[src/sv/m4mul_pkg.sv]
// package for the fixed-point matrix multiplier
// shared types, command codes and default parameters; no dependencies
`timescale 1ns / 1ps
`default_nettype none

package m4mul_pkg;

  // default sizes handed to the top level
  localparam int DIM_DEFAULT       = 4;
  localparam int FRAC_BITS_DEFAULT = 16;

  // field widths fixed by the interface
  localparam int CMD_W   = 2;
  localparam int IDX_W   = 2;
  localparam int VALUE_W = 32;
  localparam int PROD_W  = 2 * VALUE_W;

  // input command codes
  localparam logic [CMD_W-1:0] CMD_LEFT    = 2'd0;
  localparam logic [CMD_W-1:0] CMD_RIGHT   = 2'd1;
  localparam logic [CMD_W-1:0] CMD_COMPUTE = 2'd2;

  typedef enum logic [1:0] {
    ST_IDLE,
    ST_RUN,
    ST_FINISH
  } state_t;

  // controller to datapath commands
  typedef struct packed {
    logic wr_left;
    logic wr_right;
    logic issue;
    logic first_k;
    logic last_k;
    logic load_out;
    logic last_elem;
  } ctrl_cmd_t;

  // datapath to controller status
  typedef struct packed {
    logic acc_done;
    logic out_free;
  } dp_stat_t;

endpackage

`default_nettype wire

[src/sv/matrix4_multiply_top.sv]
// top level of the fixed-point matrix multiplier
// depends on m4mul_pkg, m4mul_ctrl, m4mul_dp (and m4mul_ram through it)
//
// usage
//   input channel (in_valid / in_stall): each transaction carries in_cmd,
//   in_row, in_col and in_value. load-left and load-right transactions
//   write one signed q16.16 element each; a write with
//   row or column beyond the matrix size, or an unused command, is dropped.
//   a compute transaction emits the DIM*DIM product elements on the result
//   channel (out_valid / out_stall) in row-major order, out_last marking
//   the final one and out_saturated marking clipped elements.
//   sequencing: a single multiply-accumulate unit, fed by one read port
//   per operand store, steps through the DIM inner-product terms of each
//   element in a read, multiply and accumulate pipeline; the next element
//   is not started until the previous one has been accumulated.
//   the input is stalled for the whole of a compute.
//   receiver stall: the finished element waits in the output register; the
//   next element is still accumulated and then waits in the accumulator
//   until that slot frees, after which sequencing resumes.
//   reset: synchronous, active low; both stores read as zero after reset
//   through per-entry written flags, and no transaction is in flight.
`timescale 1ns / 1ps
`default_nettype none

module matrix4_multiply_top #(
  parameter int DIM       = m4mul_pkg::DIM_DEFAULT,
  parameter int FRAC_BITS = m4mul_pkg::FRAC_BITS_DEFAULT
) (
  input  wire logic                                 clk,
  input  wire logic                                 rst_n,
  // input channel
  input  wire logic                                 in_valid,
  output logic                                      in_stall,
  input  wire logic [m4mul_pkg::CMD_W-1:0]          in_cmd,
  input  wire logic [m4mul_pkg::IDX_W-1:0]          in_row,
  input  wire logic [m4mul_pkg::IDX_W-1:0]          in_col,
  input  wire logic signed [m4mul_pkg::VALUE_W-1:0] in_value,
  // result channel
  output logic                                      out_valid,
  input  wire logic                                 out_stall,
  output logic [m4mul_pkg::IDX_W-1:0]               out_row,
  output logic [m4mul_pkg::IDX_W-1:0]               out_col,
  output logic signed [m4mul_pkg::VALUE_W-1:0]      out_product,
  output logic                                      out_saturated,
  output logic                                      out_last
);

  // command and status between controller and datapath
  m4mul_pkg::ctrl_cmd_t    cmd;
  m4mul_pkg::dp_stat_t     stat;
  // current element (i, j) and inner-product step k
  logic [$clog2(DIM)-1:0]  i_idx, j_idx, k_idx;

  // sequencer: decodes transactions and walks i, j, k
  m4mul_ctrl #(.DIM(DIM)) u_ctrl (
    .clk      (clk),
    .rst_n    (rst_n),
    .in_valid (in_valid),
    .in_cmd   (in_cmd),
    .in_row   (in_row),
    .in_col   (in_col),
    .in_stall (in_stall),
    .stat     (stat),
    .cmd      (cmd),
    .i_idx    (i_idx),
    .j_idx    (j_idx),
    .k_idx    (k_idx)
  );

  // stores, mac pipeline, scaling, saturation and output register
  m4mul_dp #(.DIM(DIM), .FRAC_BITS(FRAC_BITS)) u_dp (
    .clk           (clk),
    .rst_n         (rst_n),
    .cmd           (cmd),
    .i_idx         (i_idx),
    .j_idx         (j_idx),
    .k_idx         (k_idx),
    .in_row        (in_row),
    .in_col        (in_col),
    .in_value      (in_value),
    .out_stall     (out_stall),
    .stat          (stat),
    .out_valid     (out_valid),
    .out_row       (out_row),
    .out_col       (out_col),
    .out_product   (out_product),
    .out_saturated (out_saturated),
    .out_last      (out_last)
  );

endmodule

`default_nettype wire

[src/sv/m4mul_ram.sv]
// generic single write port, single read port ram with registered read
// no dependencies
`timescale 1ns / 1ps
`default_nettype none

module m4mul_ram #(
  parameter int WIDTH = 32,
  parameter int DEPTH = 16
) (
  input  wire logic                     clk,
  input  wire logic                     we,
  input  wire logic [$clog2(DEPTH)-1:0] waddr,
  input  wire logic [WIDTH-1:0]         wdata,
  input  wire logic [$clog2(DEPTH)-1:0] raddr,
  output logic      [WIDTH-1:0]         rdata
);

  logic [WIDTH-1:0] mem_r [DEPTH];
  logic [WIDTH-1:0] rdata_r;

  always_ff @(posedge clk) begin
    if (we) begin
      mem_r[waddr] <= wdata;
    end
    rdata_r <= mem_r[raddr];
  end

  assign rdata = rdata_r;

endmodule

`default_nettype wire

[src/sv/m4mul_dp.sv]
// datapath: operand stores, multiply-accumulate pipeline, scaling,
// saturation and output register; uses m4mul_pkg and m4mul_ram
`timescale 1ns / 1ps
`default_nettype none

module m4mul_dp #(
  parameter int DIM       = m4mul_pkg::DIM_DEFAULT,
  parameter int FRAC_BITS = m4mul_pkg::FRAC_BITS_DEFAULT
) (
  input  wire logic                               clk,
  input  wire logic                               rst_n,
  input  wire m4mul_pkg::ctrl_cmd_t               cmd,
  input  wire logic [$clog2(DIM)-1:0]             i_idx,
  input  wire logic [$clog2(DIM)-1:0]             j_idx,
  input  wire logic [$clog2(DIM)-1:0]             k_idx,
  input  wire logic [m4mul_pkg::IDX_W-1:0]        in_row,
  input  wire logic [m4mul_pkg::IDX_W-1:0]        in_col,
  input  wire logic signed [m4mul_pkg::VALUE_W-1:0] in_value,
  input  wire logic                               out_stall,
  output m4mul_pkg::dp_stat_t                     stat,
  output logic                                    out_valid,
  output logic [m4mul_pkg::IDX_W-1:0]             out_row,
  output logic [m4mul_pkg::IDX_W-1:0]             out_col,
  output logic signed [m4mul_pkg::VALUE_W-1:0]    out_product,
  output logic                                    out_saturated,
  output logic                                    out_last
);

  localparam int DEPTH  = DIM * DIM;
  localparam int ADDR_W = $clog2(DEPTH);
  localparam int VW     = m4mul_pkg::VALUE_W;
  localparam int PW     = m4mul_pkg::PROD_W;
  localparam int ACC_W  = PW + $clog2(DIM);

  logic [ADDR_W-1:0] waddr;
  logic [ADDR_W-1:0] l_raddr;
  logic [ADDR_W-1:0] r_raddr;
  logic [VW-1:0]     l_rdata;
  logic [VW-1:0]     r_rdata;

  assign waddr   = ADDR_W'(32'(in_row) * DIM + 32'(in_col));
  assign l_raddr = ADDR_W'(32'(i_idx) * DIM + 32'(k_idx));
  assign r_raddr = ADDR_W'(32'(k_idx) * DIM + 32'(j_idx));

  m4mul_ram #(.WIDTH(VW), .DEPTH(DEPTH)) u_left_ram (
    .clk   (clk),
    .we    (cmd.wr_left),
    .waddr (waddr),
    .wdata (in_value),
    .raddr (l_raddr),
    .rdata (l_rdata)
  );

  m4mul_ram #(.WIDTH(VW), .DEPTH(DEPTH)) u_right_ram (
    .clk   (clk),
    .we    (cmd.wr_right),
    .waddr (waddr),
    .wdata (in_value),
    .raddr (r_raddr),
    .rdata (r_rdata)
  );

  // written flags, an entry never written reads as zero
  logic [DEPTH-1:0] lv_r, lv_nxt;
  logic [DEPTH-1:0] rv_r, rv_nxt;
  logic             lrv_r, rrv_r;

  always_comb begin
    lv_nxt = lv_r;
    rv_nxt = rv_r;
    if (cmd.wr_left) begin
      lv_nxt[waddr] = 1'b1;
    end
    if (cmd.wr_right) begin
      rv_nxt[waddr] = 1'b1;
    end
  end

  // pipeline: read, multiply, accumulate
  logic                 rd_vld_r, rd_first_r, rd_last_r;
  logic                 mul_vld_r, mul_first_r, mul_last_r;
  logic signed [VW-1:0] op_l, op_r;
  logic signed [PW-1:0] prod_nxt;
  logic signed [PW-1:0] prod_r;
  logic signed [ACC_W-1:0] prod_ext;
  logic signed [ACC_W-1:0] acc_r, acc_nxt;
  logic                 acc_done_r, acc_done_nxt;

  assign op_l     = lrv_r ? $signed(l_rdata) : '0;
  assign op_r     = rrv_r ? $signed(r_rdata) : '0;
  assign prod_nxt = op_l * op_r;
  assign prod_ext = {{(ACC_W - PW){prod_r[PW-1]}}, prod_r};

  always_comb begin
    acc_nxt = acc_r;
    if (mul_vld_r) begin
      acc_nxt = mul_first_r ? prod_ext : acc_r + prod_ext;
    end
    acc_done_nxt = acc_done_r;
    if (cmd.load_out || (cmd.issue && cmd.first_k)) begin
      acc_done_nxt = 1'b0;
    end else if (mul_vld_r && mul_last_r) begin
      acc_done_nxt = 1'b1;
    end
  end

  // scaling and saturation
  logic signed [ACC_W-1:0] shifted;
  logic [ACC_W-VW:0]       upper;
  logic                    fits;
  logic [VW-1:0]           res_val;

  assign shifted = acc_r >>> FRAC_BITS;
  assign upper   = shifted[ACC_W-1:VW-1];
  assign fits    = (&upper) || !(|upper);

  always_comb begin
    if (fits) begin
      res_val = shifted[VW-1:0];
    end else if (shifted[ACC_W-1]) begin
      res_val = {1'b1, {(VW-1){1'b0}}};
    end else begin
      res_val = {1'b0, {(VW-1){1'b1}}};
    end
  end

  // output register
  logic                           out_valid_r, out_valid_nxt;
  logic [m4mul_pkg::IDX_W-1:0]    out_row_r, out_col_r;
  logic [VW-1:0]                  out_product_r;
  logic                           out_sat_r, out_last_r;

  assign stat.out_free = !out_valid_r || !out_stall;
  assign stat.acc_done = acc_done_r;

  always_comb begin
    out_valid_nxt = out_valid_r && out_stall;
    if (cmd.load_out) begin
      out_valid_nxt = 1'b1;
    end
  end

  always_ff @(posedge clk) begin
    if (!rst_n) begin
      lv_r        <= '0;
      rv_r        <= '0;
      rd_vld_r    <= 1'b0;
      mul_vld_r   <= 1'b0;
      acc_done_r  <= 1'b0;
      out_valid_r <= 1'b0;
    end else begin
      lv_r        <= lv_nxt;
      rv_r        <= rv_nxt;
      rd_vld_r    <= cmd.issue;
      mul_vld_r   <= rd_vld_r;
      acc_done_r  <= acc_done_nxt;
      out_valid_r <= out_valid_nxt;
    end
  end

  always_ff @(posedge clk) begin
    lrv_r       <= lv_r[l_raddr];
    rrv_r       <= rv_r[r_raddr];
    rd_first_r  <= cmd.first_k;
    rd_last_r   <= cmd.last_k;
    mul_first_r <= rd_first_r;
    mul_last_r  <= rd_last_r;
    prod_r      <= prod_nxt;
    acc_r       <= acc_nxt;
    if (cmd.load_out) begin
      out_row_r     <= 2'(i_idx);
      out_col_r     <= 2'(j_idx);
      out_product_r <= res_val;
      out_sat_r     <= !fits;
      out_last_r    <= cmd.last_elem;
    end
  end

  assign out_valid     = out_valid_r;
  assign out_row       = out_row_r;
  assign out_col       = out_col_r;
  assign out_product   = $signed(out_product_r);
  assign out_saturated = out_sat_r;
  assign out_last      = out_last_r;

endmodule

`default_nettype wire

[src/sv/m4mul_ctrl.sv]
// controller: command decode and element / inner-product sequencing
// uses m4mul_pkg
`timescale 1ns / 1ps
`default_nettype none

module m4mul_ctrl #(
  parameter int DIM = m4mul_pkg::DIM_DEFAULT
) (
  input  wire logic                          clk,
  input  wire logic                          rst_n,
  input  wire logic                          in_valid,
  input  wire logic [m4mul_pkg::CMD_W-1:0]   in_cmd,
  input  wire logic [m4mul_pkg::IDX_W-1:0]   in_row,
  input  wire logic [m4mul_pkg::IDX_W-1:0]   in_col,
  output logic                               in_stall,
  input  wire m4mul_pkg::dp_stat_t           stat,
  output m4mul_pkg::ctrl_cmd_t               cmd,
  output logic [$clog2(DIM)-1:0]             i_idx,
  output logic [$clog2(DIM)-1:0]             j_idx,
  output logic [$clog2(DIM)-1:0]             k_idx
);

  localparam int IW = $clog2(DIM);
  localparam logic [IW-1:0] TOP = IW'(DIM - 1);

  m4mul_pkg::state_t state_r, state_nxt;
  logic [IW-1:0]     i_r, i_nxt, j_r, j_nxt, k_r, k_nxt;
  logic              in_range;

  assign in_range = (32'(in_row) < DIM) && (32'(in_col) < DIM);

  always_ff @(posedge clk) begin
    if (!rst_n) begin
      state_r <= m4mul_pkg::ST_IDLE;
      i_r     <= '0;
      j_r     <= '0;
      k_r     <= '0;
    end else begin
      state_r <= state_nxt;
      i_r     <= i_nxt;
      j_r     <= j_nxt;
      k_r     <= k_nxt;
    end
  end

  always_comb begin
    state_nxt = state_r;
    i_nxt     = i_r;
    j_nxt     = j_r;
    k_nxt     = k_r;
    cmd       = '0;
    in_stall  = 1'b1;
    unique case (state_r)
      m4mul_pkg::ST_IDLE: begin
        in_stall = 1'b0;
        if (in_valid) begin
          unique case (in_cmd)
            m4mul_pkg::CMD_LEFT:    cmd.wr_left  = in_range;
            m4mul_pkg::CMD_RIGHT:   cmd.wr_right = in_range;
            m4mul_pkg::CMD_COMPUTE: begin
              state_nxt = m4mul_pkg::ST_RUN;
              i_nxt     = '0;
              j_nxt     = '0;
              k_nxt     = '0;
            end
            default: ;
          endcase
        end
      end
      m4mul_pkg::ST_RUN: begin
        cmd.issue   = 1'b1;
        cmd.first_k = (k_r == '0);
        cmd.last_k  = (k_r == TOP);
        if (k_r == TOP) begin
          k_nxt     = '0;
          state_nxt = m4mul_pkg::ST_FINISH;
        end else begin
          k_nxt = k_r + IW'(1);
        end
      end
      m4mul_pkg::ST_FINISH: begin
        if (stat.acc_done && stat.out_free) begin
          cmd.load_out  = 1'b1;
          cmd.last_elem = (i_r == TOP) && (j_r == TOP);
          if (j_r == TOP) begin
            j_nxt = '0;
            if (i_r == TOP) begin
              i_nxt     = '0;
              state_nxt = m4mul_pkg::ST_IDLE;
            end else begin
              i_nxt     = i_r + IW'(1);
              state_nxt = m4mul_pkg::ST_RUN;
            end
          end else begin
            j_nxt     = j_r + IW'(1);
            state_nxt = m4mul_pkg::ST_RUN;
          end
        end
      end
      default: state_nxt = m4mul_pkg::ST_IDLE;
    endcase
  end

  assign i_idx = i_r;
  assign j_idx = j_r;
  assign k_idx = k_r;

  a_load_needs_result: assert property (@(posedge clk) disable iff (!rst_n)
    cmd.load_out |-> (stat.acc_done && stat.out_free))
    else $error("result loaded before accumulation finished or slot free");

  a_last_to_idle: assert property (@(posedge clk) disable iff (!rst_n)
    (cmd.load_out && cmd.last_elem) |=> (state_r == m4mul_pkg::ST_IDLE))
    else $error("controller did not return to idle after final element");

  a_issue_blocks_input: assert property (@(posedge clk) disable iff (!rst_n)
    (cmd.issue || cmd.load_out) |-> in_stall)
    else $error("input accepted while a product is in progress");

  a_compute_starts: assert property (@(posedge clk) disable iff (!rst_n)
    (state_r == m4mul_pkg::ST_IDLE && in_valid && in_cmd == m4mul_pkg::CMD_COMPUTE)
    |=> (state_r == m4mul_pkg::ST_RUN && i_r == '0 && j_r == '0 && k_r == '0))
    else $error("compute did not start at element zero");

endmodule

`default_nettype wire
[config.mk]
export PLATFORM = sky130hd
export DESIGN_NAME = matrix4_multiply_top
export DESIGN_NICKNAME = d
export VERILOG_FILES = /design/src/sv/m4mul_pkg.sv /design/src/sv/matrix4_multiply_top.sv /design/src/sv/m4mul_ram.sv /design/src/sv/m4mul_dp.sv /design/src/sv/m4mul_ctrl.sv
export SDC_FILE = /design/constraint.sdc
export NUM_CORES = 2
export LEC_CHECK = 0
export BUFFER_PORTS_ARGS = -buffer_cell sky130_fd_sc_hd__clkbuf_2
export CAP_MARGIN = 5
export CORE_AREA = 2 2 386 388
export DETAILED_ROUTE_END_ITERATION = 8
export DIE_AREA = 0 0 388 390
export PLACE_DENSITY = 0.8
export SLEW_MARGIN = 20
export SYNTH_ARGS = -nofsm -noshare
export SYNTH_HDL_FRONTEND = slang
export SYNTH_SLANG_ARGS = --single-unit
[constraint.sdc]
create_clock -name clk -period 8.9 [get_ports clk]
set_input_delay 1.78 -clock clk [delete_from_list [all_inputs] [get_ports clk]]
set_output_delay 1.78 -clock clk [all_outputs]
set_load 0.005 [all_outputs]
==> qor.txt <==
Final Slew Violations - 0
P&R area growth vs syn - 9.36%
Cell Int Power - 10.0 mW
Sw Ratio - 21.4%
Final WL - 241000 um
Outcome - complete, no violations
Register Area - 0.0375 mm^2
R2r setup slk - 0.14 ns
GRT Total Usage - 32.5%
Crit share post-route - 98.4%
Crit. End Element - flop
Clock-pin slew on the worst setup and hold paths - 0.06 ns
Starting Density - 58.8%
Fin cells - 8773
Number of synthesized flops with an enable pin - 1128
Die X - 388 um
Crit path from - u_dp.lrv_r
CTS sink cnt - 1306
Main synth FF type - edfxtp_1
Die area - 0.151 mm^2
Nets - 8106
Fin area - 0.0945 mm^2
Post-Synth XOR/XNOR Area - 1.27%
Met2 WL post-DR - 118000 um
Reg-to-reg critical path endpoint - u_dp.prod_r[62]
Synth Instances - 6635
Top cells by count, synth - 1128 x edfxtp_1, 1083 x fa_1, 1004 x inv_1
CP startpoint kind - flop
Number of buffers created by CTS - 132
Top cell type by total area after synthesis - edfxtp_1
Worst r2r src - u_dp.lrv_r
Placer Congestion - 1.00
Cell with the most instances after synthesis - edfxtp_1
Unrepaired setup endpoints after global routing - yes
Drt drc - 0
Vias in the first global route - 57900
Core Area - 0.147 mm^2
Worst hold path type - reg -> reg
Crit path DAT - 9.38 ns
Fillers - 10400
Std cell rows - 141
VDD IR-drop max - 0.000239 V
Worst slew pin tran - 1.12 ns
Met3 WL - 24700 um
First-pass GRT wire length - 361000 um
PortBufs - 81
Footprint of the multi-input gates - 0.0442 mm^2
Placed cell areas - 0.0900 mm^2
First-iteration detailed-routing DRC count - 5608
Synthesized Nets - 8013
Worst Setup EP - u_dp.prod_r[62]
Netlist cell types - 81
Sequential-to-total area share from yosys stat - 43.3%
Yosys reg bits - 1306
Met1 WL - 85000 um
1st-pass router iterations - 6
Lkg Pwr - 37.9 nW
Hpwl dp - 167000 um
Largest net degree at the start of global routing - 114
Placement Setup Slack - 0.197 ns
Top cells by area, synth - edfxtp_1 39%, fa_1 25%, mux4_2 8.6%
Highest routed layer - met5
Vias - 54100
Total congestion overflow - 0
Post-synth top area share - 39.2%
Routed vias/inst - 6.16
PnR worst setup slack - 0.140 ns
Worst r2r path cells - 24
Post-Syn Area - 0.0864 mm^2
Final hold vios - 0
Combinational power share - 2.4%
Clk_skew - 0.0655 ns
Layout cells sized above 1 - 13.2%
Total power - 12.8 mW
Setup CP Type - reg -> reg
Routed len/inst - 27.4 um
Asr flop ratio synth - 0%
Largest family of logic cells by synthesized area - adder cells
CTS tree - built
Critical Path RT - 9.52 ns
Fin crit period - 8.76 ns
CTS H-tree lvls - 4
Clock latency on the worst-skew pair - 0.80 ns
Slew margin rel. - 25.3%
Post-synthesis simple-gate area fraction - 7.71%
Reg power frac - 52.7%
Antenna violations before repair - 9
Multiplexer area fraction after synthesis - 8.69%
CTS root buffer - clkbuf_16
Max-cap violations - 0
Syn Area/Cell - 13.0 um^2
Dpl cells - 8524
Die height - 390 um
ANT nets after route - 0
Final setup vio count - 0
Adder-Cell Fraction of Synth Area - 28.7%
Post-synthesis compound-gate area fraction - 4.41%
IO Pins - 82
Power Density - 135 mW/mm^2
Clock Path Buffers - 3
Critical path peak fanout - 23
Syn. warnings - 0
Switching pwr - 2.73 mW
Fmax - 114 MHz
Clk pwr share - 45.0%
==> power groups by stage <==
stage	clock network [mW]	registers [mW]	logic, mW
final	5.73	6.72	0.305
after global routing	5.99	6.71	0.324
after global placement	0	6.84	0.279
after floorplan	0	6.82	0.159
after CTS	5.79	6.71	0.301
after detailed placement	0	6.84	0.293
==> metal layers <==
metal	vias up	GRT usage, %
met5	-	0
li1	22300	-
met3	713	7.24
met2	3403	54.6
met1	27700	40.8
met4	4	14.5
==> worst max-delay path: stages (launching register included) <==
cell and delay [ns]:
dfxtp_2 0.58, buf_4 0.30, and2_0 0.15, buf_4 0.29, nand2_1 0.12, fa_1 0.46
fa_1 0.63, fa_1 0.48, fa_1 0.60, inv_1 0.08, fa_1 0.50, fa_1 0.57
fa_1 0.43, fa_1 0.44, ha_1 0.38, a21o_1 0.19, a21o_1 0.17, a21oi_1 0.47
nand4_1 0.41, a21oi_2 0.32, o211ai_1 0.21, nand3_1 0.16, o211ai_1 0.13, mux2i_1 0.15
a2111oi_1 0.38
==> how the worst min path moves through the flow <==
stage / slack, ns / depth (start not counted) / from / endpoint
after floorplan: 0.31 / 0 / u_dp.rd_first_r / u_dp.mul_first_r
after detailed placement: 0.32 / 0 / u_dp.rd_last_r / u_dp.mul_last_r
after CTS: 0.34 / 0 / u_dp.rd_last_r / u_dp.mul_last_r
after global routing: 0.34 / 0 / u_dp.rd_last_r / u_dp.mul_last_r
after global placement: 0.31 / 0 / u_dp.rd_last_r / u_dp.mul_last_r
final: 0.34 / 0 / u_dp.rd_last_r / u_dp.mul_last_r
==> sequential cells by signal (all words and copies together) (netlist names), 16 cells and up <==
name and count:
u_dp.prod_r 64, u_dp.lv_r 16, u_dp.acc_r 66, u_dp.rv_r 16
u_dp.u_left_ram.mem_r 512, u_dp.u_left_ram.rdata 32, u_dp.out_product 32, u_dp.u_right_ram.rdata 32
u_dp.u_right_ram.mem_r 512
==> final cells by class <==
cell class              instances  area share, %
diodes                          7         0.0185
clock buffers                 185           3.91
clock inverters                57          0.832
inverters                    1006           3.99
multi-input cells            3981           46.8
flip-flops and latches       1306           39.6
well taps                    1930           2.55
repair buffers                301           2.29
==> cell usage in the layout, fill, tap and decap left out, types with 35 or more instances in the layout <==
cell       netlist  routed
a21o_1         126     126
a21oi_1        140     139
and2_1          65      62
buf_4            1     211
clkbuf_1       291      40
clkbuf_16        0     138
clkbuf_2         0      81
dfxtp_1        178     168
edfxtp_1      1128    1128
fa_1          1083    1083
ha_1           253     253
inv_1         1004    1003
mux4_2         330     330
nand2_1        692     690
nand3_1         45      45
nand4_1         35      35
nor2_1         642     609
o21a_1          43      43
o21ai_0        117     117
xnor2_1         77      77
xor2_1          48      48
==> logic make-up after synthesis <==
| kind of cell | Yosys count |
|---|---|
| AOI/OAI and AO/OA | 578 |
| xor gates and xnor gates | 125 |
| adders and majority gates | 1336 |
| buffers and inverters | 1348 |
| DFF | 1306 |
| muxes | 338 |
| and+or+nand+nor | 1604 |
==> metrics by stage <==
| stage | util [%] | hold WS, ns | TNS (ns) |
|---|---|---|---|
| 5_1_grt | 64.2 | 0.335 | -0.0391 |
| 2_1_floorplan | - | 0.310 | 0 |
| 3_5_place_dp | 61.2 | 0.319 | 0 |
| 6_report | 64.3 | 0.341 | 0 |
| 4_1_cts | 64.2 | 0.339 | 0 |
| 3_3_place_gp | 61.2 | 0.312 | 0 |
==> repair_timing <==
item / 4_1_cts / 5_1_grt
setup buffers: 0 / 0
endpoints found under the setup margin: 0 / 11
resized for setup: 0 / 8
hold buffers: 0 / 0
hold endpoints to repair: 0 / 0
No activity file was read; power rests on OpenSTA's default activity.
